File: config.mk
export PLATFORM = sky130hd
export DESIGN_NAME = thumb16_alu_execute
export DESIGN_NICKNAME = d
export VERILOG_FILES = /design/src/rtl/t16alu_pkg.sv /design/src/rtl/thumb16_alu_execute.sv /design/src/rtl/t16alu_fifo.sv /design/src/rtl/t16alu_decode.sv /design/src/rtl/t16alu_exec.sv
export SDC_FILE = /design/constraint.sdc
export NUM_CORES = 2
export LEC_CHECK = 0
export ABC_CLOCK_PERIOD_IN_PS = 9800
export BUFFER_PORTS_ARGS = -buffer_cell sky130_fd_sc_hd__clkbuf_2
export CAP_MARGIN = 0
export CORE_ASPECT_RATIO = 1.4
export CORE_UTILIZATION = 45
export DETAILED_ROUTE_END_ITERATION = 6
export SYNTH_ARGS = -nofsm -noshare
export SYNTH_HDL_FRONTEND = slang
export SYNTH_SLANG_ARGS = --single-unit
File: constraint.sdc
create_clock -name clk -period 9.8 [get_ports clk]
set_clock_uncertainty 0.05 [all_clocks]
set_input_delay 1.96 -clock clk [delete_from_list [all_inputs] [get_ports clk]]
set_output_delay 1.96 -clock clk [all_outputs]
set_load 0.03 [all_outputs]
File: src/rtl/t16alu_pkg.sv
`timescale 1ns / 1ps

package t16alu_pkg;

  // shift types as coded in the instruction
  localparam logic [1:0] SH_LSL = 2'd0;
  localparam logic [1:0] SH_LSR = 2'd1;
  localparam logic [1:0] SH_ASR = 2'd2;
  localparam logic [1:0] SH_ROR = 2'd3;

  // result selection in the back end
  typedef enum logic [3:0] {
    OP_PASS,
    OP_ADD,
    OP_SHIFT,
    OP_AND,
    OP_EOR,
    OP_ORR,
    OP_BIC,
    OP_MVN,
    OP_MUL
  } op_sel_t;

  // which flags an instruction writes
  typedef enum logic [1:0] {
    FL_NONE,
    FL_NZ,
    FL_NZC,
    FL_NZCV
  } fl_t;

  // adder carry-in source
  typedef enum logic [1:0] {
    CIN_ZERO,
    CIN_ONE,
    CIN_FLAG
  } cin_t;

  // decoded instruction passed from front to back
  typedef struct packed {
    op_sel_t     op;
    logic [1:0]  sh_type;
    logic        amt_reg;
    logic [2:0]  ra;
    logic [2:0]  rb;
    logic        a_inv;
    logic        b_imm;
    logic        b_inv;
    cin_t        cin;
    logic [31:0] imm;
    logic [2:0]  dest;
    logic        wr;
    fl_t         fl;
    logic        nh;
  } uop_t;

  // one result item
  typedef struct packed {
    logic [2:0]  dest_index;
    logic [31:0] dest_value;
    logic        reg_written;
    logic        flag_n;
    logic        flag_z;
    logic        flag_c;
    logic        flag_v;
    logic        not_handled;
  } res_t;

endpackage

File: src/rtl/thumb16_alu_execute.sv
`timescale 1ns / 1ps

// Thumb 16-bit data-processing execute unit with eight low registers and nzcv.
// Input channel: push/full. An item is taken at a clock edge with push high and
// full low; func selects executing the instruction halfword or loading
// load_value into register load_index.
// Result channel: empty/pop. The oldest result sits on the result ports while
// empty is low and leaves at an edge with pop high; every item gives one result.
// Path: an item goes from the decode queue to the operand read, then executes
// into the result queue, from which it can be popped.
// Throughput: one item per cycle unless the result queue is full; operands are
// read from the register file ahead of execute and the write of the item just
// before is bypassed, so dependent instructions follow back to back.
// The decode queue lets the front keep taking items while the execute stage
// waits on a full result queue; when the receiver stalls, both queues fill and
// full rises after CMD_DEPTH + RES_DEPTH + 1 items are held.
// Reset (rst, synchronous) empties both queues and clears registers and flags
// to zero.
module thumb16_alu_execute #(
  parameter int CMD_DEPTH = 2,
  parameter int RES_DEPTH = 2
) (
  input  logic        clk,
  input  logic        rst,
  input  logic        push,
  output logic        full,
  input  logic        func,
  input  logic [15:0] instruction,
  input  logic        in_it_block,
  input  logic [2:0]  load_index,
  input  logic [31:0] load_value,
  output logic        empty,
  input  logic        pop,
  output logic [2:0]  dest_index,
  output logic [31:0] dest_value,
  output logic        reg_written,
  output logic        flag_n,
  output logic        flag_z,
  output logic        flag_c,
  output logic        flag_v,
  output logic        not_handled
);

  import t16alu_pkg::*;

  uop_t dec_uop;
  uop_t q_uop;
  logic q_valid;
  logic q_take;
  logic cmd_push;
  logic res_full;
  logic res_push;
  logic res_valid;
  res_t ex_res;
  res_t res_head;

  // front: classify the item
  t16alu_decode u_decode (
    .func        (func),
    .instruction (instruction),
    .in_it_block (in_it_block),
    .load_index  (load_index),
    .load_value  (load_value),
    .uop         (dec_uop)
  );

  assign cmd_push = push && !full;

  // queue between front and back
  t16alu_fifo #(
    .WIDTH ($bits(uop_t)),
    .DEPTH (CMD_DEPTH)
  ) u_cmd_q (
    .clk   (clk),
    .rst   (rst),
    .push  (cmd_push),
    .din   (dec_uop),
    .full  (full),
    .pop   (q_take),
    .dout  (q_uop),
    .valid (q_valid)
  );

  // back: registers, flags and alu
  t16alu_exec u_exec (
    .clk      (clk),
    .rst      (rst),
    .in_valid (q_valid),
    .in_uop   (q_uop),
    .in_take  (q_take),
    .out_full (res_full),
    .out_push (res_push),
    .out_res  (ex_res)
  );

  // result queue
  t16alu_fifo #(
    .WIDTH ($bits(res_t)),
    .DEPTH (RES_DEPTH)
  ) u_res_q (
    .clk   (clk),
    .rst   (rst),
    .push  (res_push),
    .din   (ex_res),
    .full  (res_full),
    .pop   (pop && res_valid),
    .dout  (res_head),
    .valid (res_valid)
  );

  assign empty       = !res_valid;
  assign dest_index  = res_head.dest_index;
  assign dest_value  = res_head.dest_value;
  assign reg_written = res_head.reg_written;
  assign flag_n      = res_head.flag_n;
  assign flag_z      = res_head.flag_z;
  assign flag_c      = res_head.flag_c;
  assign flag_v      = res_head.flag_v;
  assign not_handled = res_head.not_handled;

endmodule

File: src/rtl/t16alu_fifo.sv
`timescale 1ns / 1ps

module t16alu_fifo #(
  parameter int WIDTH = 8,
  parameter int DEPTH = 2
) (
  input  logic             clk,
  input  logic             rst,
  input  logic             push,
  input  logic [WIDTH-1:0] din,
  output logic             full,
  input  logic             pop,
  output logic [WIDTH-1:0] dout,
  output logic             valid
);

  localparam int AW = (DEPTH > 1) ? $clog2(DEPTH) : 1;
  localparam int CW = $clog2(DEPTH + 1);

  logic [WIDTH-1:0] mem [DEPTH];
  logic [AW-1:0]    wr_ptr;
  logic [AW-1:0]    rd_ptr;
  logic [CW-1:0]    count;

  assign full  = (count == CW'(DEPTH));
  assign valid = (count != '0);
  assign dout  = mem[rd_ptr];

  // pointers and fill count
  always_ff @(posedge clk) begin
    if (rst) begin
      wr_ptr <= '0;
      rd_ptr <= '0;
      count  <= '0;
    end else begin
      if (push) begin
        wr_ptr <= (wr_ptr == AW'(DEPTH - 1)) ? '0 : wr_ptr + AW'(1);
      end
      if (pop) begin
        rd_ptr <= (rd_ptr == AW'(DEPTH - 1)) ? '0 : rd_ptr + AW'(1);
      end
      if (push && !pop) begin
        count <= count + CW'(1);
      end else if (pop && !push) begin
        count <= count - CW'(1);
      end
    end
  end

  // storage
  always_ff @(posedge clk) begin
    if (push) begin
      mem[wr_ptr] <= din;
    end
  end

  a_no_overflow: assert property (@(posedge clk) disable iff (rst) push |-> !full || pop)
    else $error("item pushed into full queue");
  a_no_underflow: assert property (@(posedge clk) disable iff (rst) pop |-> valid)
    else $error("item popped from empty queue");
  a_count_bound: assert property (@(posedge clk) disable iff (rst) count <= CW'(DEPTH))
    else $error("queue count beyond depth");

endmodule

File: src/rtl/t16alu_decode.sv
`timescale 1ns / 1ps

module t16alu_decode (
  input  logic               func,
  input  logic [15:0]        instruction,
  input  logic               in_it_block,
  input  logic [2:0]         load_index,
  input  logic [31:0]        load_value,
  output t16alu_pkg::uop_t   uop
);

  import t16alu_pkg::*;

  // group and opcode codes
  localparam logic [2:0] GRP_ADDSUB = 3'b011;
  localparam logic [5:0] PFX_ALU    = 6'b010000;
  localparam logic [1:0] IMM_MOV    = 2'd0;
  localparam logic [1:0] IMM_CMP    = 2'd1;
  localparam logic [1:0] IMM_ADD    = 2'd2;
  localparam logic [1:0] IMM_SUB    = 2'd3;
  localparam logic [3:0] ALU_AND    = 4'h0;
  localparam logic [3:0] ALU_EOR    = 4'h1;
  localparam logic [3:0] ALU_LSL    = 4'h2;
  localparam logic [3:0] ALU_LSR    = 4'h3;
  localparam logic [3:0] ALU_ASR    = 4'h4;
  localparam logic [3:0] ALU_ADC    = 4'h5;
  localparam logic [3:0] ALU_SBC    = 4'h6;
  localparam logic [3:0] ALU_ROR    = 4'h7;
  localparam logic [3:0] ALU_TST    = 4'h8;
  localparam logic [3:0] ALU_RSB    = 4'h9;
  localparam logic [3:0] ALU_CMP    = 4'hA;
  localparam logic [3:0] ALU_CMN    = 4'hB;
  localparam logic [3:0] ALU_ORR    = 4'hC;
  localparam logic [3:0] ALU_MUL    = 4'hD;
  localparam logic [3:0] ALU_BIC    = 4'hE;
  localparam logic [3:0] ALU_MVN    = 4'hF;

  uop_t       u;
  logic       force_fl;
  logic [4:0] imm5;

  assign imm5 = instruction[10:6];

  // classify the item and set up the back end controls
  always_comb begin
    u          = '0;
    u.op       = OP_PASS;
    u.fl       = FL_NONE;
    u.cin      = CIN_ZERO;
    u.sh_type  = SH_LSL;
    force_fl   = 1'b0;
    if (func) begin
      u.b_imm = 1'b1;
      u.imm   = load_value;
      u.dest  = load_index;
      u.wr    = 1'b1;
    end else if (instruction[15:14] == 2'b00) begin
      if (instruction[13]) begin
        // imm8 forms
        u.ra    = instruction[10:8];
        u.dest  = instruction[10:8];
        u.b_imm = 1'b1;
        u.imm   = {24'd0, instruction[7:0]};
        u.wr    = 1'b1;
        u.fl    = FL_NZCV;
        u.op    = OP_ADD;
        case (instruction[12:11])
          IMM_MOV: begin
            u.op = OP_PASS;
            u.fl = FL_NZ;
          end
          IMM_CMP: begin
            u.b_inv  = 1'b1;
            u.cin    = CIN_ONE;
            u.wr     = 1'b0;
            force_fl = 1'b1;
          end
          IMM_ADD: begin
            u.cin = CIN_ZERO;
          end
          IMM_SUB: begin
            u.b_inv = 1'b1;
            u.cin   = CIN_ONE;
          end
          default: begin
            u.op = OP_PASS;
          end
        endcase
      end else if (instruction[13:11] == GRP_ADDSUB) begin
        // three-register and imm3 add/sub
        u.op    = OP_ADD;
        u.ra    = instruction[5:3];
        u.rb    = instruction[8:6];
        u.b_imm = instruction[10];
        u.imm   = {29'd0, instruction[8:6]};
        u.b_inv = instruction[9];
        u.cin   = instruction[9] ? CIN_ONE : CIN_ZERO;
        u.dest  = instruction[2:0];
        u.wr    = 1'b1;
        u.fl    = FL_NZCV;
      end else begin
        // shift by immediate, zero means 32 for right shifts
        u.op      = OP_SHIFT;
        u.sh_type = instruction[12:11];
        u.ra      = instruction[5:3];
        u.imm     = (instruction[12:11] != SH_LSL && imm5 == 5'd0) ? 32'd32 :
                    {27'd0, imm5};
        u.dest    = instruction[2:0];
        u.wr      = 1'b1;
        u.fl      = FL_NZC;
      end
    end else if (instruction[15:10] == PFX_ALU) begin
      // register alu ops
      u.ra   = instruction[2:0];
      u.rb   = instruction[5:3];
      u.dest = instruction[2:0];
      u.wr   = 1'b1;
      u.fl   = FL_NZC;
      case (instruction[9:6])
        ALU_AND: u.op = OP_AND;
        ALU_EOR: u.op = OP_EOR;
        ALU_LSL: begin
          u.op      = OP_SHIFT;
          u.sh_type = SH_LSL;
          u.amt_reg = 1'b1;
        end
        ALU_LSR: begin
          u.op      = OP_SHIFT;
          u.sh_type = SH_LSR;
          u.amt_reg = 1'b1;
        end
        ALU_ASR: begin
          u.op      = OP_SHIFT;
          u.sh_type = SH_ASR;
          u.amt_reg = 1'b1;
        end
        ALU_ADC: begin
          u.op  = OP_ADD;
          u.cin = CIN_FLAG;
          u.fl  = FL_NZCV;
        end
        ALU_SBC: begin
          u.op    = OP_ADD;
          u.b_inv = 1'b1;
          u.cin   = CIN_FLAG;
          u.fl    = FL_NZCV;
        end
        ALU_ROR: begin
          u.op      = OP_SHIFT;
          u.sh_type = SH_ROR;
          u.amt_reg = 1'b1;
        end
        ALU_TST: begin
          u.op     = OP_AND;
          u.wr     = 1'b0;
          force_fl = 1'b1;
        end
        ALU_RSB: begin
          u.op    = OP_ADD;
          u.a_inv = 1'b1;
          u.b_imm = 1'b1;
          u.cin   = CIN_ONE;
          u.fl    = FL_NZCV;
        end
        ALU_CMP: begin
          u.op     = OP_ADD;
          u.b_inv  = 1'b1;
          u.cin    = CIN_ONE;
          u.fl     = FL_NZCV;
          u.wr     = 1'b0;
          force_fl = 1'b1;
        end
        ALU_CMN: begin
          u.op     = OP_ADD;
          u.fl     = FL_NZCV;
          u.wr     = 1'b0;
          force_fl = 1'b1;
        end
        ALU_ORR: u.op = OP_ORR;
        ALU_MUL: begin
          u.op = OP_MUL;
          u.fl = FL_NZ;
        end
        ALU_BIC: u.op = OP_BIC;
        ALU_MVN: u.op = OP_MVN;
        default: u.op = OP_MVN;
      endcase
    end else begin
      u.nh = 1'b1;
    end
    // inside an it block only compares and tests touch the flags
    if (in_it_block && !func && !force_fl) begin
      u.fl = FL_NONE;
    end
  end

  assign uop = u;

endmodule

File: src/rtl/t16alu_exec.sv
`timescale 1ns / 1ps

module t16alu_exec (
  input  logic               clk,
  input  logic               rst,
  input  logic               in_valid,
  input  t16alu_pkg::uop_t   in_uop,
  output logic               in_take,
  input  logic               out_full,
  output logic               out_push,
  output t16alu_pkg::res_t   out_res
);

  import t16alu_pkg::*;

  logic        busy;
  uop_t        cur;
  logic [31:0] rd_a;
  logic [31:0] rd_b;
  logic        fwd_valid;
  logic [2:0]  fwd_idx;
  logic [31:0] fwd_val;
  logic [3:0]  nzcv;
  logic [7:0]  reg_ok;
  logic [31:0] regs [8];

  logic        advance;
  logic [31:0] a_val;
  logic [31:0] b_val;
  logic [31:0] op_a;
  logic [31:0] b_raw;
  logic [31:0] op_b;
  logic        cin;
  logic [32:0] sum;
  logic        add_v;
  logic [7:0]  sh_amt;
  logic [32:0] sh_out;
  logic [31:0] product;
  logic [31:0] result;
  logic        c_out;
  logic        v_out;
  logic [3:0]  nzcv_next;

  // shift with carry out, amount 0 to 255
  function automatic logic [32:0] shift_c(input logic [31:0] x, input logic [1:0] kind,
                                          input logic [7:0] amt, input logic ci);
    logic [32:0] t;
    logic [31:0] r;
    logic        co;
    begin
      t  = '0;
      r  = x;
      co = ci;
      if (amt != 8'd0) begin
        case (kind)
          SH_LSL: begin
            if (amt < 8'd32) begin
              t  = {1'b0, x} << amt[4:0];
              r  = t[31:0];
              co = t[32];
            end else begin
              r  = '0;
              co = (amt == 8'd32) ? x[0] : 1'b0;
            end
          end
          SH_LSR: begin
            if (amt < 8'd32) begin
              t  = {x, 1'b0} >> amt[4:0];
              r  = t[32:1];
              co = t[0];
            end else begin
              r  = '0;
              co = (amt == 8'd32) ? x[31] : 1'b0;
            end
          end
          SH_ASR: begin
            if (amt < 8'd32) begin
              t  = 33'($signed({x, 1'b0}) >>> amt[4:0]);
              r  = t[32:1];
              co = t[0];
            end else begin
              r  = {32{x[31]}};
              co = x[31];
            end
          end
          default: begin
            r  = (x >> amt[4:0]) | (x << (6'd32 - {1'b0, amt[4:0]}));
            co = r[31];
          end
        endcase
      end
      shift_c = {co, r};
    end
  endfunction

  assign advance = busy && !out_full;
  assign in_take = in_valid && (!busy || advance);

  // operands with bypass of the write that landed with the read
  assign a_val = (fwd_valid && fwd_idx == cur.ra) ? fwd_val : rd_a;
  assign b_val = (fwd_valid && fwd_idx == cur.rb) ? fwd_val : rd_b;

  // adder
  assign op_a  = cur.a_inv ? ~a_val : a_val;
  assign b_raw = cur.b_imm ? cur.imm : b_val;
  assign op_b  = cur.b_inv ? ~b_raw : b_raw;
  always_comb begin
    case (cur.cin)
      CIN_ONE:  cin = 1'b1;
      CIN_FLAG: cin = nzcv[1];
      default:  cin = 1'b0;
    endcase
  end
  assign sum   = {1'b0, op_a} + {1'b0, op_b} + {32'd0, cin};
  assign add_v = (op_a[31] ^ sum[31]) & (op_b[31] ^ sum[31]);

  // shifter and multiplier
  assign sh_amt  = cur.amt_reg ? b_val[7:0] : cur.imm[7:0];
  assign sh_out  = shift_c(a_val, cur.sh_type, sh_amt, nzcv[1]);
  assign product = a_val * b_val;

  // result and carry selection
  always_comb begin
    c_out = nzcv[1];
    v_out = nzcv[0];
    case (cur.op)
      OP_ADD: begin
        result = sum[31:0];
        c_out  = sum[32];
        v_out  = add_v;
      end
      OP_SHIFT: begin
        result = sh_out[31:0];
        c_out  = sh_out[32];
      end
      OP_AND:  result = a_val & b_val;
      OP_EOR:  result = a_val ^ b_val;
      OP_ORR:  result = a_val | b_val;
      OP_BIC:  result = a_val & ~b_val;
      OP_MVN:  result = ~b_val;
      OP_MUL:  result = product;
      default: result = b_raw;
    endcase
  end

  // flag update
  always_comb begin
    nzcv_next = nzcv;
    if (cur.fl != FL_NONE) begin
      nzcv_next[3] = result[31];
      nzcv_next[2] = (result == 32'd0);
    end
    if (cur.fl == FL_NZC || cur.fl == FL_NZCV) begin
      nzcv_next[1] = c_out;
    end
    if (cur.fl == FL_NZCV) begin
      nzcv_next[0] = v_out;
    end
  end

  // result item
  assign out_push            = advance;
  assign out_res.dest_index  = cur.wr ? cur.dest : 3'd0;
  assign out_res.dest_value  = cur.wr ? result : 32'd0;
  assign out_res.reg_written = cur.wr;
  assign out_res.flag_n      = nzcv_next[3];
  assign out_res.flag_z      = nzcv_next[2];
  assign out_res.flag_c      = nzcv_next[1];
  assign out_res.flag_v      = nzcv_next[0];
  assign out_res.not_handled = cur.nh;

  // control state
  always_ff @(posedge clk) begin
    if (rst) begin
      busy      <= 1'b0;
      fwd_valid <= 1'b0;
      nzcv      <= 4'd0;
      reg_ok    <= 8'd0;
    end else begin
      if (in_take) begin
        busy <= 1'b1;
      end else if (advance) begin
        busy <= 1'b0;
      end
      fwd_valid <= in_take && advance && cur.wr;
      if (advance) begin
        nzcv <= nzcv_next;
      end
      if (advance && cur.wr) begin
        reg_ok[cur.dest] <= 1'b1;
      end
    end
  end

  // register file and operand capture
  always_ff @(posedge clk) begin
    if (advance && cur.wr) begin
      regs[cur.dest] <= result;
    end
    if (in_take) begin
      cur     <= in_uop;
      rd_a    <= reg_ok[in_uop.ra] ? regs[in_uop.ra] : 32'd0;
      rd_b    <= reg_ok[in_uop.rb] ? regs[in_uop.rb] : 32'd0;
      fwd_idx <= cur.dest;
      fwd_val <= result;
    end else begin
      rd_a <= a_val;
      rd_b <= b_val;
    end
  end

  a_fwd_from_commit: assert property (@(posedge clk) disable iff (rst)
    fwd_valid |-> $past(advance))
    else $error("bypass valid without a commit");
  a_nh_no_effect: assert property (@(posedge clk) disable iff (rst)
    (advance && cur.nh) |-> (!cur.wr && cur.fl == FL_NONE))
    else $error("unhandled item changes state");
  a_written_valid: assert property (@(posedge clk) disable iff (rst)
    (advance && cur.wr) |=> reg_ok[$past(cur.dest)])
    else $error("written register not marked valid");
  a_flags_hold: assert property (@(posedge clk) disable iff (rst)
    !advance |=> $stable(nzcv))
    else $error("flags changed without a commit");

endmodule

==> impl_metrics.ini <==
[status]
outcome = finished, violations left
violations = DRC, capacitance limit, slew limit, setup timing

[clock_network]
clk_latency_ns = 0.68
numCtsBuffers = 57
cts_tree = built
numClockSinks = 632
path_clk_slew_ns = 0.07
cts-root-buf = clkbuf_16
cts_buffer_depth = 3
h-tree-depth = 2

[die]
rows = 150
dieArea_um2 = 123000
core_um2 = 120000
die_width_um = 296
initial_core_util_pct = 45.6
ios = 100
die_y_um = 414

[critical_path]
crit_fanout = 6
cp-end-kind = flop
cpPeakStageDelay_ns = 0.69
start_kind = flop
critical_path_class = reg2reg
reg2reg_depth = 35
cpMostUsedCell = fa_1
cp.arrival_ns = 10.37
worstPathRequired_ns = 10.34
cp_slowest_cell = or4b_4

[sta]
worstMarginPinSlew_ns = 1.69
report.final.setup_viol = 3
fmax_mhz = 102
setup_slack_ns = -0.0254
fin_crit_ns = 9.83
period_share_pct = 100
hold_viol = 0
slew_violations = 10
relSlewSlack_pct = -13.6
rsz0062_at_grt = true

[power_and_ir_drop]
p_leak_nw = 25.5
powerDensity_nw_per_um2 = 424
power_mw = 26.6
ir_drop_mv = 0.352

[yosys]
synth_most_common_cell = nand2_1
avgSynthCellArea_um2 = 9.28
yosys_warnings = 0
synth_top_area_cell = edfxtp_1
syn-instance-count = 5876
synth_edf_count = 544
synth_flop_cell = edfxtp_1
seq_area_frac_synth_pct = 33.2
synthTopCellsByCount = nand2_1, nor2_1, edfxtp_1
synthTopCellsByArea = edfxtp_1, fa_1, nand2_1, ha_1, nor2_1
synth_top_area_share_pct = 30.0
ys_ff_latch = 632
synthDistinctLibCells = 101
async_flop_share_pct = 0
syn-num-nets = 6550
synth_area_um2 = 54500

[final_layout]
drive_gt1_share_pct = 17.7
nFillCells = 11145
register_area_um2 = 18100
multiInputGateArea_um2 = 33600
syn2layout_area_growth_pct = 14.9
fin_nets = 6860
stdcell_area_um2 = 62700
fin_util_pct = 52.3

[drt]
wl_per_cell_um = 35.5
dr_total_vias = 50684
finalWirelength_um = 279000
antenna_left = 0
post_drt_via_cell_ratio = 6.46
drc = 1
drt_iter0_drc = 6401
drtPass1Iterations = 7

[run]
max_cap_viol_count = 3

[place]
place_area_um2 = 59900
port_buffers = 99
place.gp.congestion = 1.11
dp_hpwl_um = 213000

[grt]
grt_max_degree = 133
grt_pass1_vias = 49203
grt_pass1_wl_um = 384000
grtUsageTotal_pct = 45.6
overflow = 0
grt_antenna_before_repair = 41

[hold_path]
hold_depth = 2
hp-class = reg2reg
==> where the power goes <==
part | internal, mW | switching (mW) | leakage, nW
registers | 4.21 | 0.396 | 5.79
clock network | 1.30 | 1.07 | 0.943
logic | 6.02 | 13.5 | 18.7
total | 11.5 | 15.0 | 25.5
==> layout make-up <==
class	count	area share, %
flip-flops and latches	632	28.9
clock inverters	27	0.585
repair buffers	661	8.17
inverters	486	3.00
well taps	1596	3.19
diodes	17	0.0679
clock buffers	80	2.53
multi-input cells	4348	53.6
==> worst max-delay path: cells and delay by family, from the launching register on <==
kind,cells,cell delay (ns)
compound gates,7,1.23
xor+xnor,1,0.18
fa+ha+maj,9,4.52
buf+inv,8,0.93
flops,1,0.41
mux,1,0.20
simple gates,9,2.25
==> worst paths after layout <==
kind	start	to	slack (ns)
setup / recovery	u_exec.fwd_idx[0]$_DFFE_PP_	u_exec.nzcv[2]$_SDFFE_PP0P_	-0.03
hold / removal	u_exec.nzcv[0]$_SDFFE_PP0P_	u_exec.nzcv[0]$_SDFFE_PP0P_	0.42
setup reg to reg	u_exec.fwd_idx[0]$_DFFE_PP_	u_exec.nzcv[2]$_SDFFE_PP0P_	-0.03
hold reg to reg	u_exec.nzcv[0]$_SDFFE_PP0P_	u_exec.nzcv[0]$_SDFFE_PP0P_	0.42
==> repair_timing <==
item	4_1_cts	5_1_grt
endpoints found under the setup margin	22	38
hold buffers	0	0
gates cloned	0	1
gates resized for setup	33	75
pin swaps	3	35
endpoints found under the hold margin	0	0
setup buffers	5	17
==> routing by layer <==
layer | global-route usage (%) | share of wire (%)
met1 | 49.6 | 34
met5 | 0 | 0.045
met2 | 70.3 | 45
met3 | 13.5 | 9.8
met4 | 44.2 | 12
==> layout by cell type (no fill, tap or decap), types with 33 or more instances in the layout <==
cell type	Yosys	layout
a31oi_1	94	93
mux2i_1	153	145
edfxtp_1	544	544
a21oi_1	204	197
xor2_1	48	45
nand2_1	1025	1019
inv_1	451	440
nor3_1	73	66
buf_4	15	521
a211oi_1	46	45
and3_1	89	87
and2_1	61	61
nor2_1	553	536
o22ai_1	88	86
fa_1	410	406
ha_1	207	197
a22oi_1	34	33
dfxtp_1	88	86
a311oi_1	73	73
clkbuf_2	0	99
o21ai_0	205	199
xnor2_1	145	137
clkbuf_16	0	58
nand3_1	188	187
mux2_2	131	130
a221oi_1	55	50
==> cell families after synthesis <==
logic type,synth area share (%)
flops,33.2
fa+ha+maj,19.8
buf+inv,6.51
simple gates,16.5
xor+xnor,3.19
mux,7.15
compound gates,13.7
==> sequential cells by signal, summed over array words and instances (netlist names), named ones only <==
| register | cells |
|---|---|
| u_exec.regs | 256 |
| u_res_q.mem | 82 |
| u_cmd_q.mem | 114 |
| u_exec.cur | 55 |
| u_exec.fwd_idx | 3 |
| u_res_q.count | 2 |
| u_exec.out_res | 2 |
| u_exec.fwd_valid | 1 |
| u_cmd_q.count | 2 |
| u_cmd_q.wr_ptr | 1 |
| u_exec.busy | 1 |
| u_exec.rd_a | 32 |
| u_exec.rd_b | 32 |
| u_exec.fwd_val | 32 |
| u_exec.nzcv | 4 |
| u_res_q.wr_ptr | 1 |
| u_cmd_q.rd_ptr | 1 |
| u_exec.reg_ok | 8 |
| u_res_q.rd_ptr | 1 |
==> stage by stage <==
step                TNS (ns)  std cells  hold WS (ns)  setup slack, ns
detailed placement     -5.27       7699         0.406           -0.498
finish               -0.0546       7847         0.420          -0.0254
global placement       -4.27       7698         0.397           -0.445
global route          -0.716       7831         0.466           -0.202
CTS                        0       7811         0.415          0.00356
floorplan                  0       5876         0.371            0.306
Power figures use the tool's default switching activity.
